--- src/design/assert_macros.svh ---
// Assertion macros shared by the blend datapath.
// Needs a clock named clk and an active-low reset named rst_n in the including scope.
`ifndef ASSERT_MACROS_SVH
`define ASSERT_MACROS_SVH

// The consequent holds in the same cycle as the antecedent.
`define RCBS_ASSERT(label, ante, cons, msg) \
    label: assert property (@(posedge clk) disable iff (!rst_n) (ante) |-> (cons)) \
        else $error(msg);

// The consequent holds in the cycle after the antecedent.
`define RCBS_ASSERT_NEXT(label, ante, cons, msg) \
    label: assert property (@(posedge clk) disable iff (!rst_n) (ante) |=> (cons)) \
        else $error(msg);

`endif

--- src/design/rcbs_pkg.sv ---
// Shared widths and types for the root-sum-square color blend.
// No dependencies; every other file of the block but assert_macros.svh imports this package.
package rcbs_pkg;

    // Channel layout: index 0 is blue, 1 green, 2 red.
    localparam int CH_N    = 3;
    localparam int FIELD_W = 16;
    localparam int SQ_W    = 2 * FIELD_W;
    localparam int SUM_W   = SQ_W + 1;
    // Radicand padded to an even width so each cell takes one bit pair.
    localparam int RAD_W   = SUM_W + 1;
    localparam int ROOT_W  = RAD_W / 2;
    // Remainder stays below 2^(ROOT_W+1); two more bits for the shifted trial value.
    localparam int REM_W   = ROOT_W + 3;
    localparam int CELL_N  = ROOT_W;

    typedef logic [FIELD_W-1:0] field_t;
    typedef field_t [CH_N-1:0] color_t;

    // Per-channel square-root working set handed from cell to cell.
    typedef struct packed {
        logic [ROOT_W-1:0] root;
        logic [REM_W-1:0]  rem;
        logic [RAD_W-1:0]  rad;
    } sqrt_lane_t;

    typedef sqrt_lane_t [CH_N-1:0] lane_arr_t;

endpackage

--- src/design/rcbs_cell.sv ---
// One cell of the square-root chain: settles one root bit for all three channels.
// Depends on rcbs_pkg; instantiated in a row by the top level.
module rcbs_cell (
    input  logic                clk,
    input  logic                rst_n,
    input  logic                en,
    input  logic                in_valid,
    input  rcbs_pkg::lane_arr_t in_lanes,
    output logic                out_valid,
    output rcbs_pkg::lane_arr_t out_lanes
);
    import rcbs_pkg::*;

    logic      valid_reg;
    lane_arr_t lanes_reg;
    lane_arr_t lanes_next;
    logic [REM_W-1:0] trial_rem;
    logic [REM_W-1:0] trial_sub;

    // Restoring digit step: bring down two radicand bits and try root*4+1.
    always_comb
    begin
        trial_rem = '0;
        trial_sub = '0;
        for (int k = 0; k < CH_N; k++)
        begin
            trial_rem = {in_lanes[k].rem[REM_W-3:0], in_lanes[k].rad[RAD_W-1 -: 2]};
            trial_sub = REM_W'({in_lanes[k].root, 2'b01});
            lanes_next[k].rad = {in_lanes[k].rad[RAD_W-3:0], 2'b00};
            if (trial_rem >= trial_sub)
            begin
                lanes_next[k].rem  = trial_rem - trial_sub;
                lanes_next[k].root = {in_lanes[k].root[ROOT_W-2:0], 1'b1};
            end
            else
            begin
                lanes_next[k].rem  = trial_rem;
                lanes_next[k].root = {in_lanes[k].root[ROOT_W-2:0], 1'b0};
            end
        end
    end

    always_ff @(posedge clk or negedge rst_n)
    begin
        if (!rst_n)
        begin
            valid_reg <= 1'b0;
        end
        else if (en)
        begin
            valid_reg <= in_valid;
        end
    end

    always_ff @(posedge clk)
    begin
        if (en)
        begin
            lanes_reg <= lanes_next;
        end
    end

    assign out_valid = valid_reg;
    assign out_lanes = lanes_reg;

endmodule

--- config.mk ---
export PLATFORM = sky130hd
export DESIGN_NAME = rcbs_cell
export DESIGN_NICKNAME = d
export VERILOG_FILES = /design/src/design/assert_macros.svh /design/src/design/rcbs_pkg.sv /design/src/design/rcbs_cell.sv
export SDC_FILE = /design/constraint.sdc
export NUM_CORES = 1
export LEC_CHECK = 0
export BUFFER_PORTS_ARGS = -buffer_cell sky130_fd_sc_hd__buf_2
export CORE_AREA = 2 2 168 170
export CTS_CLUSTER_DIAMETER = 50
export DETAILED_ROUTE_END_ITERATION = 6
export DIE_AREA = 0 0 170 172
export PLACE_DENSITY = 0.8
export SLEW_MARGIN = 10
export SYNTH_ARGS = -nofsm -noshare
export SYNTH_HDL_FRONTEND = slang
export SYNTH_SLANG_ARGS = --single-unit
--- constraint.sdc ---
create_clock -name clk -period 0.8 [get_ports clk]
set_clock_uncertainty 0.1 [all_clocks]
set_input_delay 0.16 -clock clk [delete_from_list [all_inputs] [get_ports clk]]
set_output_delay 0.16 -clock clk [all_outputs]
set_load 0.01 [all_outputs]
==> impl_metrics.json <==
{
  "status": "complete, but fails checks",
  "violations": "negative hold slack, negative setup slack",
  "dpl_cell_area_um2": 15610,
  "final_common_cell": "buf_2",
  "rows": 61,
  "synth_fa_ha_area_share_pct": 6.726,
  "wl_um": 43290,
  "hp-class": "input pin to flop",
  "worstReg2RegStart": "out_valid",
  "ir_drop_mv": 1.777,
  "vias": 10810,
  "synth_simple_gate_area_share_pct": 7.458,
  "hold_end": "out_lanes[111]",
  "slowest_delay_ns": 0.57,
  "synthArstFlopShare_pct": 0.4808,
  "synth-compound-area-share_pct": 12.20,
  "reg2reg_to": "out_valid",
  "clkLatencyLatePin_ns": 0.53,
  "synth_top_family_by_area": "compound AO/OA/AOI/OAI gates",
  "grt_max_degree": 55,
  "path_delay_family": "compound AO/OA/AOI/OAI gates",
  "synth_cells": 818,
  "synthFlopType": "edfxtp_1",
  "crit_required_ns": 0.98,
  "pin_count": 431,
  "design_area_um2": 19510,
  "leakagePower_uw": 0.008618,
  "synth_top_cell_area_share_pct": 58.63,
  "die_x_um": 170,
  "dp_cells": 1793,
  "numCtsBuffers": 27,
  "synth_seq_area_share_pct": 58.86,
  "antenna_left": 0,
  "synth_area_leaders": "edfxtp_1, ha_1, mux2_2",
  "grt-ovfl-total": 0,
  "yosysWarnings": 0,
  "slew_violations": 0,
  "synth-xor-area-share_pct": 3.552,
  "drive_gt1_share_pct": 58.21,
  "crit_path_top_delay_cell": "o21ai_0",
  "yosys.area.top_type": "edfxtp_1",
  "crit_arrival_ns": 2.23,
  "ys_ff_latch": 208,
  "cp-end-kind": "flop",
  "synth.avg_cell_area_um2": 12.96,
  "cts_hold_buf": 147,
  "slew-limit-headroom_pct": 52.00,
  "rr_worst_depth": 1,
  "die-area_um2": 29240,
  "fmax_mhz": 487.3,
  "path_buf_inv": 3,
  "critPathMaxFanout": 5,
  "power.total_uw": 38170,
  "grt_pass1_wl_um": 60890,
  "synth.distinct_cells": 70,
  "cts_tree": "yes",
  "criticalPathCategory": "input pin to flop",
  "crit_start": "in_lanes[131]",
  "htreeDepth": 1,
  "grt_pass1_vias": 11090,
  "drt-pass1-iter-count": 5,
  "layout.nets": 1940,
  "period_minus_slack_ns": 2.052,
  "synth_edf_count": 207,
  "mostFrequentLayoutCells": "buf_2, buf_4, edfxtp_1",
  "hp-start": "in_lanes[109]",
  "gp_congestion": 0.8792,
  "hold_viol": 51,
  "hold_slack_ns": -0.1652,
  "power.density_nw_per_um2": 1956,
  "port_buffers": 418,
  "hold_depth": 2,
  "cts-root-buf": "clkbuf_16",
  "antenna_found_initial": 3,
  "tightest_slew_ns": 0.7124,
  "cts_buffer_depth": 3,
  "path_clk_slew_ns": 0.07,
  "syn_to_final_growth_pct": 84.05,
  "place_ws_ns": -1.652,
  "fin_crit_sh_pct": 256.5,
  "dr.first_iter.drc_count": 928,
  "setup_violations": 272,
  "drc": 0,
  "cts_sinks": 208,
  "rsz0062_at_grt": "yes",
  "path_cells": "buf_2 -> inv_1 -> ha_4 -> nand2_1 -> buf_4 -> o21ai_0 -> a221oi_4 -> nor2_1 -> nor4_4 -> mux2_4",
  "via_per_inst": 5.304,
  "die_height_um": 172,
  "r2r_slack_ns": -0.10,
  "drv_cap": 0,
  "fin_ws_ns": -1.252,
  "synth_area_um2": 10600,
  "stdcell_count": 2037,
  "start_util_pct": 38.59,
  "cp-start-kind": "input pin",
  "placeableCoreArea_um2": 27480,
  "dp_hpwl_um": 26380,
  "synth.area.mux_share_pct": 6.833,
  "wire_per_inst_um": 21.25,
  "grt.total_usage_pct": 26.71
}
-- sequential cells by signal, summed over array words and instances (netlist names) --
name,cells
out_valid,1
out_lanes,207
-- cell families (layout without fill, tap and decap cells) --
| group | after synthesis | in the layout |
|---|---|---|
| adder cells (fa/ha/maj) | 57 | 57 |
| XOR/XNOR | 43 | 43 |
| AO/OA/AOI/OAI | 185 | 185 |
| flip-flops | 208 | 208 |
| other | 1 | 10 |
| multiplexers | 60 | 60 |
| buffers and inverters | 104 | 968 |
| AND/OR/NAND/NOR | 160 | 160 |
-- cells in the mapped netlist, types with 4 or more instances --
cell	count
edfxtp_1	207
o21bai_1	9
inv_1	73
mux2i_1	6
nor3_1	11
buf_2	15
and3_1	7
or3_1	4
o211ai_1	5
xnor2_1	25
mux2_4	15
xor2_1	18
buf_4	9
nand2b_1	11
nor2_1	38
ha_1	57
mux2_2	37
o31ai_1	4
nand3_1	15
nand2_1	42
a31oi_1	5
a21oi_1	51
a211oi_1	11
nor2b_1	7
clkbuf_1	4
o21ai_0	38
a21o_1	12
o21a_1	9
nand4_1	12
-- layer usage --
metal,vias up,track usage [%],share of wire [%]
li1,4766,-,-
met1,5207,29.54,35
met2,650,49.32,52
met3,180,5.859,7.8
met4,2,11.82,5.1
met5,-,0,0.030
-- where the power goes --
group | internal (uW) | total, uW | switching, uW
clock network | 7910 | 13100 | 5180
registers | 13400 | 13800 | 379
logic | 6020 | 11300 | 5310
total | 27300 | 38200 | 10900
-- how the worst max path moves through the flow --
stage | end | slack (ns) | cells past startpoint
final | out_lanes[123] | -1.25 | 10
after global routing | out_lanes[123] | -1.28 | 10
after CTS | out_lanes[53] | -1.02 | 9
after detailed placement | out_lanes[39] | -1.65 | 9
after global placement | out_lanes[53] | -1.60 | 9
after floorplan | out_lanes[178] | -1.45 | 10
-- per-stage QoR --
| step | util, % | setup TNS (ns) |
|---|---|---|
| floorplan | - | -83.26 |
| global placement | 56.81 | -142.52 |
| detailed placement | 56.81 | -148.67 |
| CTS | 69.11 | -169.29 |
| global route | 70.99 | -182.03 |
| finish | 71.02 | -172.21 |
-- cell type report --
class | count | area, um2
multi-input combinational | 511 | 5221
fill | 1674 | 7963
inverter | 73 | 361.6
tap | 346 | 432.9
clock buffer | 31 | 720.7
sequential | 208 | 6241
clock inverter | 19 | 254.0
antenna | 4 | 10.01
timing repair buffer | 845 | 6272
-- repair_timing --
action                                 in CTS  in global routing
endpoints found under the hold margin     201                 53
gates resized for setup                   150                107
setup endpoints to repair                 272                272
buffers inserted                           29                 12
pin swaps                                  55                 48
cloned                                      2                  1
Power figures use the tool's default switching activity.
