## src/design/assert_macros.svh

```systemverilog
// Assertion macros shared by the blend datapath.
// Needs a clock named clk and an active-low reset named rst_n in the including scope.
`ifndef ASSERT_MACROS_SVH
`define ASSERT_MACROS_SVH

// The consequent holds in the same cycle as the antecedent.
`define RCBS_ASSERT(label, ante, cons, msg) \
    label: assert property (@(posedge clk) disable iff (!rst_n) (ante) |-> (cons)) \
        else $error(msg);

// The consequent holds in the cycle after the antecedent.
`define RCBS_ASSERT_NEXT(label, ante, cons, msg) \
    label: assert property (@(posedge clk) disable iff (!rst_n) (ante) |=> (cons)) \
        else $error(msg);

`endif

```

## src/design/rcbs_pkg.sv

```systemverilog
// Shared widths and types for the root-sum-square color blend.
// No dependencies; every other file of the block but assert_macros.svh imports this package.
package rcbs_pkg;

    // Channel layout: index 0 is blue, 1 green, 2 red.
    localparam int CH_N    = 3;
    localparam int FIELD_W = 16;
    localparam int SQ_W    = 2 * FIELD_W;
    localparam int SUM_W   = SQ_W + 1;
    // Radicand padded to an even width so each cell takes one bit pair.
    localparam int RAD_W   = SUM_W + 1;
    localparam int ROOT_W  = RAD_W / 2;
    // Remainder stays below 2^(ROOT_W+1); two more bits for the shifted trial value.
    localparam int REM_W   = ROOT_W + 3;
    localparam int CELL_N  = ROOT_W;

    typedef logic [FIELD_W-1:0] field_t;
    typedef field_t [CH_N-1:0] color_t;

    // Per-channel square-root working set handed from cell to cell.
    typedef struct packed {
        logic [ROOT_W-1:0] root;
        logic [REM_W-1:0]  rem;
        logic [RAD_W-1:0]  rad;
    } sqrt_lane_t;

    typedef sqrt_lane_t [CH_N-1:0] lane_arr_t;

endpackage

```

## src/design/rcbs_front.sv

```systemverilog
// Front end of the blend pipeline: squares both colors, then sums per channel.
// Depends on rcbs_pkg; feeds the first square-root cell.
module rcbs_front (
    input  logic               clk,
    input  logic               rst_n,
    input  logic               en,
    input  logic               in_valid,
    input  rcbs_pkg::color_t   first,
    input  rcbs_pkg::color_t   second,
    output logic               out_valid,
    output rcbs_pkg::lane_arr_t out_lanes
);
    import rcbs_pkg::*;

    logic                      sq_valid_reg;
    logic [CH_N-1:0][SQ_W-1:0] sq_a_reg;
    logic [CH_N-1:0][SQ_W-1:0] sq_b_reg;
    logic                      sum_valid_reg;
    logic [CH_N-1:0][SUM_W-1:0] sum_reg;
    logic [CH_N-1:0][SQ_W-1:0] sq_a_next;
    logic [CH_N-1:0][SQ_W-1:0] sq_b_next;
    logic [CH_N-1:0][SUM_W-1:0] sum_next;

    // One 16x16 product per operand and channel.
    always_comb
    begin
        for (int k = 0; k < CH_N; k++)
        begin
            sq_a_next[k] = SQ_W'(first[k]) * SQ_W'(first[k]);
            sq_b_next[k] = SQ_W'(second[k]) * SQ_W'(second[k]);
            sum_next[k]  = SUM_W'(sq_a_reg[k]) + SUM_W'(sq_b_reg[k]);
        end
    end

    // Valid bits of both stages move with the global enable.
    always_ff @(posedge clk or negedge rst_n)
    begin
        if (!rst_n)
        begin
            sq_valid_reg  <= 1'b0;
            sum_valid_reg <= 1'b0;
        end
        else if (en)
        begin
            sq_valid_reg  <= in_valid;
            sum_valid_reg <= sq_valid_reg;
        end
    end

    // Payload registers need no reset.
    always_ff @(posedge clk)
    begin
        if (en)
        begin
            sq_a_reg <= sq_a_next;
            sq_b_reg <= sq_b_next;
            sum_reg  <= sum_next;
        end
    end

    // The sum enters the root chain with an empty root and remainder.
    always_comb
    begin
        for (int k = 0; k < CH_N; k++)
        begin
            out_lanes[k].root = '0;
            out_lanes[k].rem  = '0;
            out_lanes[k].rad  = RAD_W'(sum_reg[k]);
        end
    end

    assign out_valid = sum_valid_reg;

endmodule

```

## config.mk

```make
export PLATFORM = sky130hd
export DESIGN_NAME = rcbs_front
export DESIGN_NICKNAME = d
export VERILOG_FILES = /design/src/design/assert_macros.svh /design/src/design/rcbs_pkg.sv /design/src/design/rcbs_front.sv
export SDC_FILE = /design/constraint.sdc
export NUM_CORES = 2
export LEC_CHECK = 0
export ABC_AREA = 1
export CAP_MARGIN = 20
export CORE_AREA = 2 2 345 347
export CTS_BUF_LIST = sky130_fd_sc_hd__clkbuf_4 sky130_fd_sc_hd__clkbuf_8 sky130_fd_sc_hd__clkbuf_16
export DETAILED_ROUTE_END_ITERATION = 10
export DIE_AREA = 0 0 347 349
export DONT_BUFFER_PORTS = 1
export GPL_TIMING_DRIVEN = 1
export PLACE_DENSITY_LB_ADDON = 0.25
export REMOVE_ABC_BUFFERS = 1
export SLEW_MARGIN = 20
export SYNTH_ARGS = -nofsm -noshare
export SYNTH_HDL_FRONTEND = slang
export SYNTH_SLANG_ARGS = --single-unit
```

## constraint.sdc

```tcl
create_clock -name clk -period 2.2 [get_ports clk]
set_input_delay 0.22 -clock clk [delete_from_list [all_inputs] [get_ports clk]]
set_output_delay 0.22 -clock clk [all_outputs]
set_load 0.005 [all_outputs]
```

==> metrics.txt <==
# TYPE chip_impl_metric gauge
chip_impl_metric{name="synth-warning-count",unit=""} 0
chip_impl_metric{name="final_nets",unit=""} 10807
chip_impl_metric{name="antenna_cells_inserted",unit=""} 0
chip_impl_metric{name="syn_area_per_cell",unit="um2"} 7.60
chip_impl_metric{name="residual_drc",unit=""} 0
chip_impl_metric{name="grtUsageTotal",unit=""} 0.286
chip_impl_info{name="root_buffer",value="clkbuf_16"} 1
chip_impl_metric{name="remaining_max_slew_budget_at_the_tightest_pin",unit=""} 0.276
chip_impl_metric{name="die_h",unit="um"} 349
chip_impl_metric{name="placement.io_buffers",unit=""} 0
chip_impl_metric{name="critical_path_required",unit="ns"} 2.53
chip_impl_metric{name="post_dp_cell_area",unit="um2"} 70100
chip_impl_metric{name="final_cell_count_no_fill",unit=""} 10600
chip_impl_metric{name="maximum_net_fanout_on_the_critical_path",unit=""} 16
chip_impl_metric{name="maximum_number_of_pins_on_one_net_before_global_route_repair",unit=""} 290
chip_impl_metric{name="global_route.overflow_total",unit=""} 0
chip_impl_metric{name="largest_register_ffs",unit=""} 99
chip_impl_metric{name="clk_path_buf_depth",unit=""} 3
chip_impl_info{name="critical_path_class",value="primary input to register"} 1
chip_impl_metric{name="h-tree-depth",unit=""} 2
chip_impl_info{name="hold_start",value="en"} 1
chip_impl_metric{name="antenna_found_initial",unit=""} 2
chip_impl_metric{name="synth.distinct_cells",unit=""} 34
chip_impl_metric{name="report.final.hold_viol_count",unit=""} 16
chip_impl_metric{name="clock_insertion_delay_worst_skew",unit="ns"} 0.59
chip_impl_metric{name="grt_pass1_vias",unit=""} 54734
chip_impl_metric{name="finalClockSkew",unit="ns"} 0.0227
chip_impl_metric{name="area_growth_syn_to_layout",unit="%"} 19.2
chip_impl_metric{name="number_of_enable_type_register_cells_in_the_synthesized_netlist",unit=""} 285
chip_impl_metric{name="cts.sink_count",unit=""} 287
chip_impl_metric{name="drive_above_1_share",unit=""} 0.202
chip_impl_metric{name="fillerInstances",unit=""} 9922
chip_impl_metric{name="yosysTopAreaCellShare",unit=""} 0.304
chip_impl_metric{name="async_reset_ff_frac",unit=""} 0.00697
chip_impl_metric{name="detailedRoute.firstIterationViolations",unit=""} 2939
chip_impl_info{name="crit-reg2reg-launch",value="sq_a_reg[81]"} 1
chip_impl_metric{name="cts_inserted_buffers",unit=""} 37
chip_impl_metric{name="timing_worst_slew_pin_value",unit="ns"} 1.09
chip_impl_info{name="critPathLaunch",value="second[43]"} 1
chip_impl_metric{name="dpl.cell_count",unit=""} 10480
chip_impl_metric{name="cts_hold_repair.buffers",unit=""} 16
chip_impl_info{name="run_status",value="complete, but fails checks"} 1
chip_impl_metric{name="die-area",unit="um2"} 121000
chip_impl_info{name="failed_checks",value="hold timing, setup timing"} 1
chip_impl_metric{name="coreArea",unit="um2"} 117000
chip_impl_metric{name="worst_ep_arrival_time",unit="ns"} 4.71
chip_impl_metric{name="die_w",unit="um"} 347
chip_impl_metric{name="maximum_clock_frequency",unit="GHz"} 0.229
chip_impl_metric{name="wire_length_of_the_first_global_routing_pass",unit="um"} 277000
chip_impl_metric{name="post_synth_instance_area",unit="um2"} 64100
chip_impl_metric{name="placement_rows",unit=""} 126
chip_impl_metric{name="timing.max_cap.violations",unit=""} 0
chip_impl_info{name="yosysTopAreaCell",value="fa_1"} 1
chip_impl_metric{name="routed_via_density",unit=""} 4.97
chip_impl_info{name="cts_tree",value="done"} 1
chip_impl_info{name="biggest_area_contributors_in_the_synthesized_netlist",value="fa_1 (30%), inv_1 (14%), nand2_1 (14%)"} 1
chip_impl_metric{name="portion_of_the_post_synthesis_area_used_by_sequential_elements",unit=""} 0.134
chip_impl_metric{name="post-route-period-util",unit=""} 1.99
chip_impl_info{name="timing.hold.worst.class",value="primary input to register"} 1
chip_impl_metric{name="dp_worst_setup_slack",unit="ns"} -3.04
chip_impl_metric{name="post_synth_inst_count",unit=""} 8435
chip_impl_metric{name="setup_ws",unit="ns"} -2.18
chip_impl_metric{name="wire_per_inst",unit="um"} 16.2
chip_impl_info{name="synth_ff_type",value="edfxtp_1"} 1
chip_impl_metric{name="wirelength",unit="um"} 172000
chip_impl_metric{name="layout.cell_area.non_filler",unit="um2"} 76400
chip_impl_metric{name="fin_crit",unit="ns"} 4.38
chip_impl_metric{name="detail_route.first_pass.iterations",unit=""} 6
chip_impl_metric{name="synth.ff_latch_count",unit=""} 287
chip_impl_metric{name="dp.final_hpwl",unit="um"} 140000
chip_impl_metric{name="start_util",unit=""} 0.546
chip_impl_info{name="cp-start-kind",value="primary input"} 1
chip_impl_info{name="grt_setup_unrepaired",value="yes"} 1
chip_impl_metric{name="via_count",unit=""} 52645
chip_impl_info{name="crit_end_element",value="register"} 1
chip_impl_metric{name="ant_nets",unit=""} 0
chip_impl_metric{name="cts.reportedPaths.clkPinSlew",unit="ns"} 0.06
chip_impl_metric{name="final.hold.worst_slack",unit="ns"} -0.151
chip_impl_metric{name="io-pin-count",unit=""} 314
chip_impl_metric{name="slew_viol_final",unit=""} 0
chip_impl_metric{name="place.gp.congestion",unit=""} 0.964
chip_impl_metric{name="setup_viol",unit=""} 161
final cells by class:
type	instances	area [um2]	share of cell area
Sequential cell	287	8610	0.113
Inverter	2467	9400	0.123
Timing Repair Buffer	744	5780	0.0757
Multi-Input combinational cell	5500	49400	0.646
Clock buffer	41	956	0.0125
Tap cell	1536	1920	0.0252
Clock inverter	25	388	0.00508
worst paths after layout:
| kind | endpoint | slack [ns] | depth (start not counted) |
|---|---|---|---|
| max | sq_b_reg[90] | -2.18 | 22 |
| min | out_lanes[103] | -0.15 | 0 |
| min in group asynchronous | out_valid | 0.39 | 2 |
| min reg2reg | sq_valid_reg | 0.54 | 2 |
| max in group asynchronous | sq_valid_reg | 1.68 | 2 |
| max reg2reg | out_lanes[173] | 0 | 8 |
through the flow:
step / utilization / TNS, ns
after floorplan: - / -376.26
after global placement: 0.597 / -418.55
after detailed placement: 0.597 / -425.91
after CTS: 0.634 / -288.44
after global routing: 0.651 / -316.88
final: 0.651 / -296.07
synthesized netlist by cell type (55+ instances only):
library cell / instances
inv_1: 2461
nand2_1: 2376
fa_1: 972
ha_1: 698
nor2_1: 368
edfxtp_1: 285
nand3_1: 265
xor2_1: 182
a21oi_1: 178
clkbuf_1: 178
buf_4: 114
o21bai_1: 57
nand2_2: 55
worst max-delay path: stages:
cell	delay [ns]
nand2_8	0.06
inv_4	0.03
fa_1	0.54
inv_2	0.04
fa_1	0.55
inv_2	0.05
fa_2	0.54
fa_1	0.44
fa_1	0.51
inv_1	0.05
fa_1	0.50
inv_2	0.05
ha_4	0.26
nand2_4	0.10
inv_4	0.05
a21oi_4	0.21
buf_6	0.13
o21bai_4	0.07
nand2_1	0.08
nand3_1	0.08
nand2_1	0.07
nand2_1	0.06
cells in the final DEF, fill, tap and decap left out, types with 50 or more instances in the layout:
| cell type | count |
|---|---|
| nand2_4 | 92 |
| a21oi_1 | 127 |
| nand2_2 | 279 |
| nand2_1 | 2033 |
| o21bai_1 | 50 |
| nor2_1 | 303 |
| ha_4 | 69 |
| nand3_2 | 71 |
| nor2_2 | 59 |
| buf_4 | 686 |
| inv_1 | 2240 |
| edfxtp_1 | 285 |
| nand3_1 | 182 |
| fa_1 | 937 |
| conb_1 | 114 |
| xor2_1 | 175 |
| inv_2 | 179 |
| ha_1 | 621 |
repair_timing:
action / in CTS / in global routing
hold endpoints to repair: 210 / 89
pin swaps: 346 / 358
setup endpoints to repair: 160 / 170
setup buffers: 14 / 24
resized for setup: 721 / 546
routing by layer:
metal	global-route usage	vias up	part of all wire
li1	-	25522	-
met2	0.488	1395	0.48
met5	0	-	0.000076
met1	0.378	25441	0.43
met4	0.0781	2	0.029
met3	0.0472	285	0.064
kinds of logic after synthesis:
logic type	after synthesis	share of synthesized area
flops	287	0.134
simple gates	3232	0.204
xor+xnor	205	0.0280
compound gates	279	0.0252
fa+ha+maj	1670	0.440
buf+inv	2761	0.168
other cells	1	0.0000585
Power is left out: the tool's default activity adds up to more than one toggle a clock period on the data nets, which glitch-free logic cannot reach.
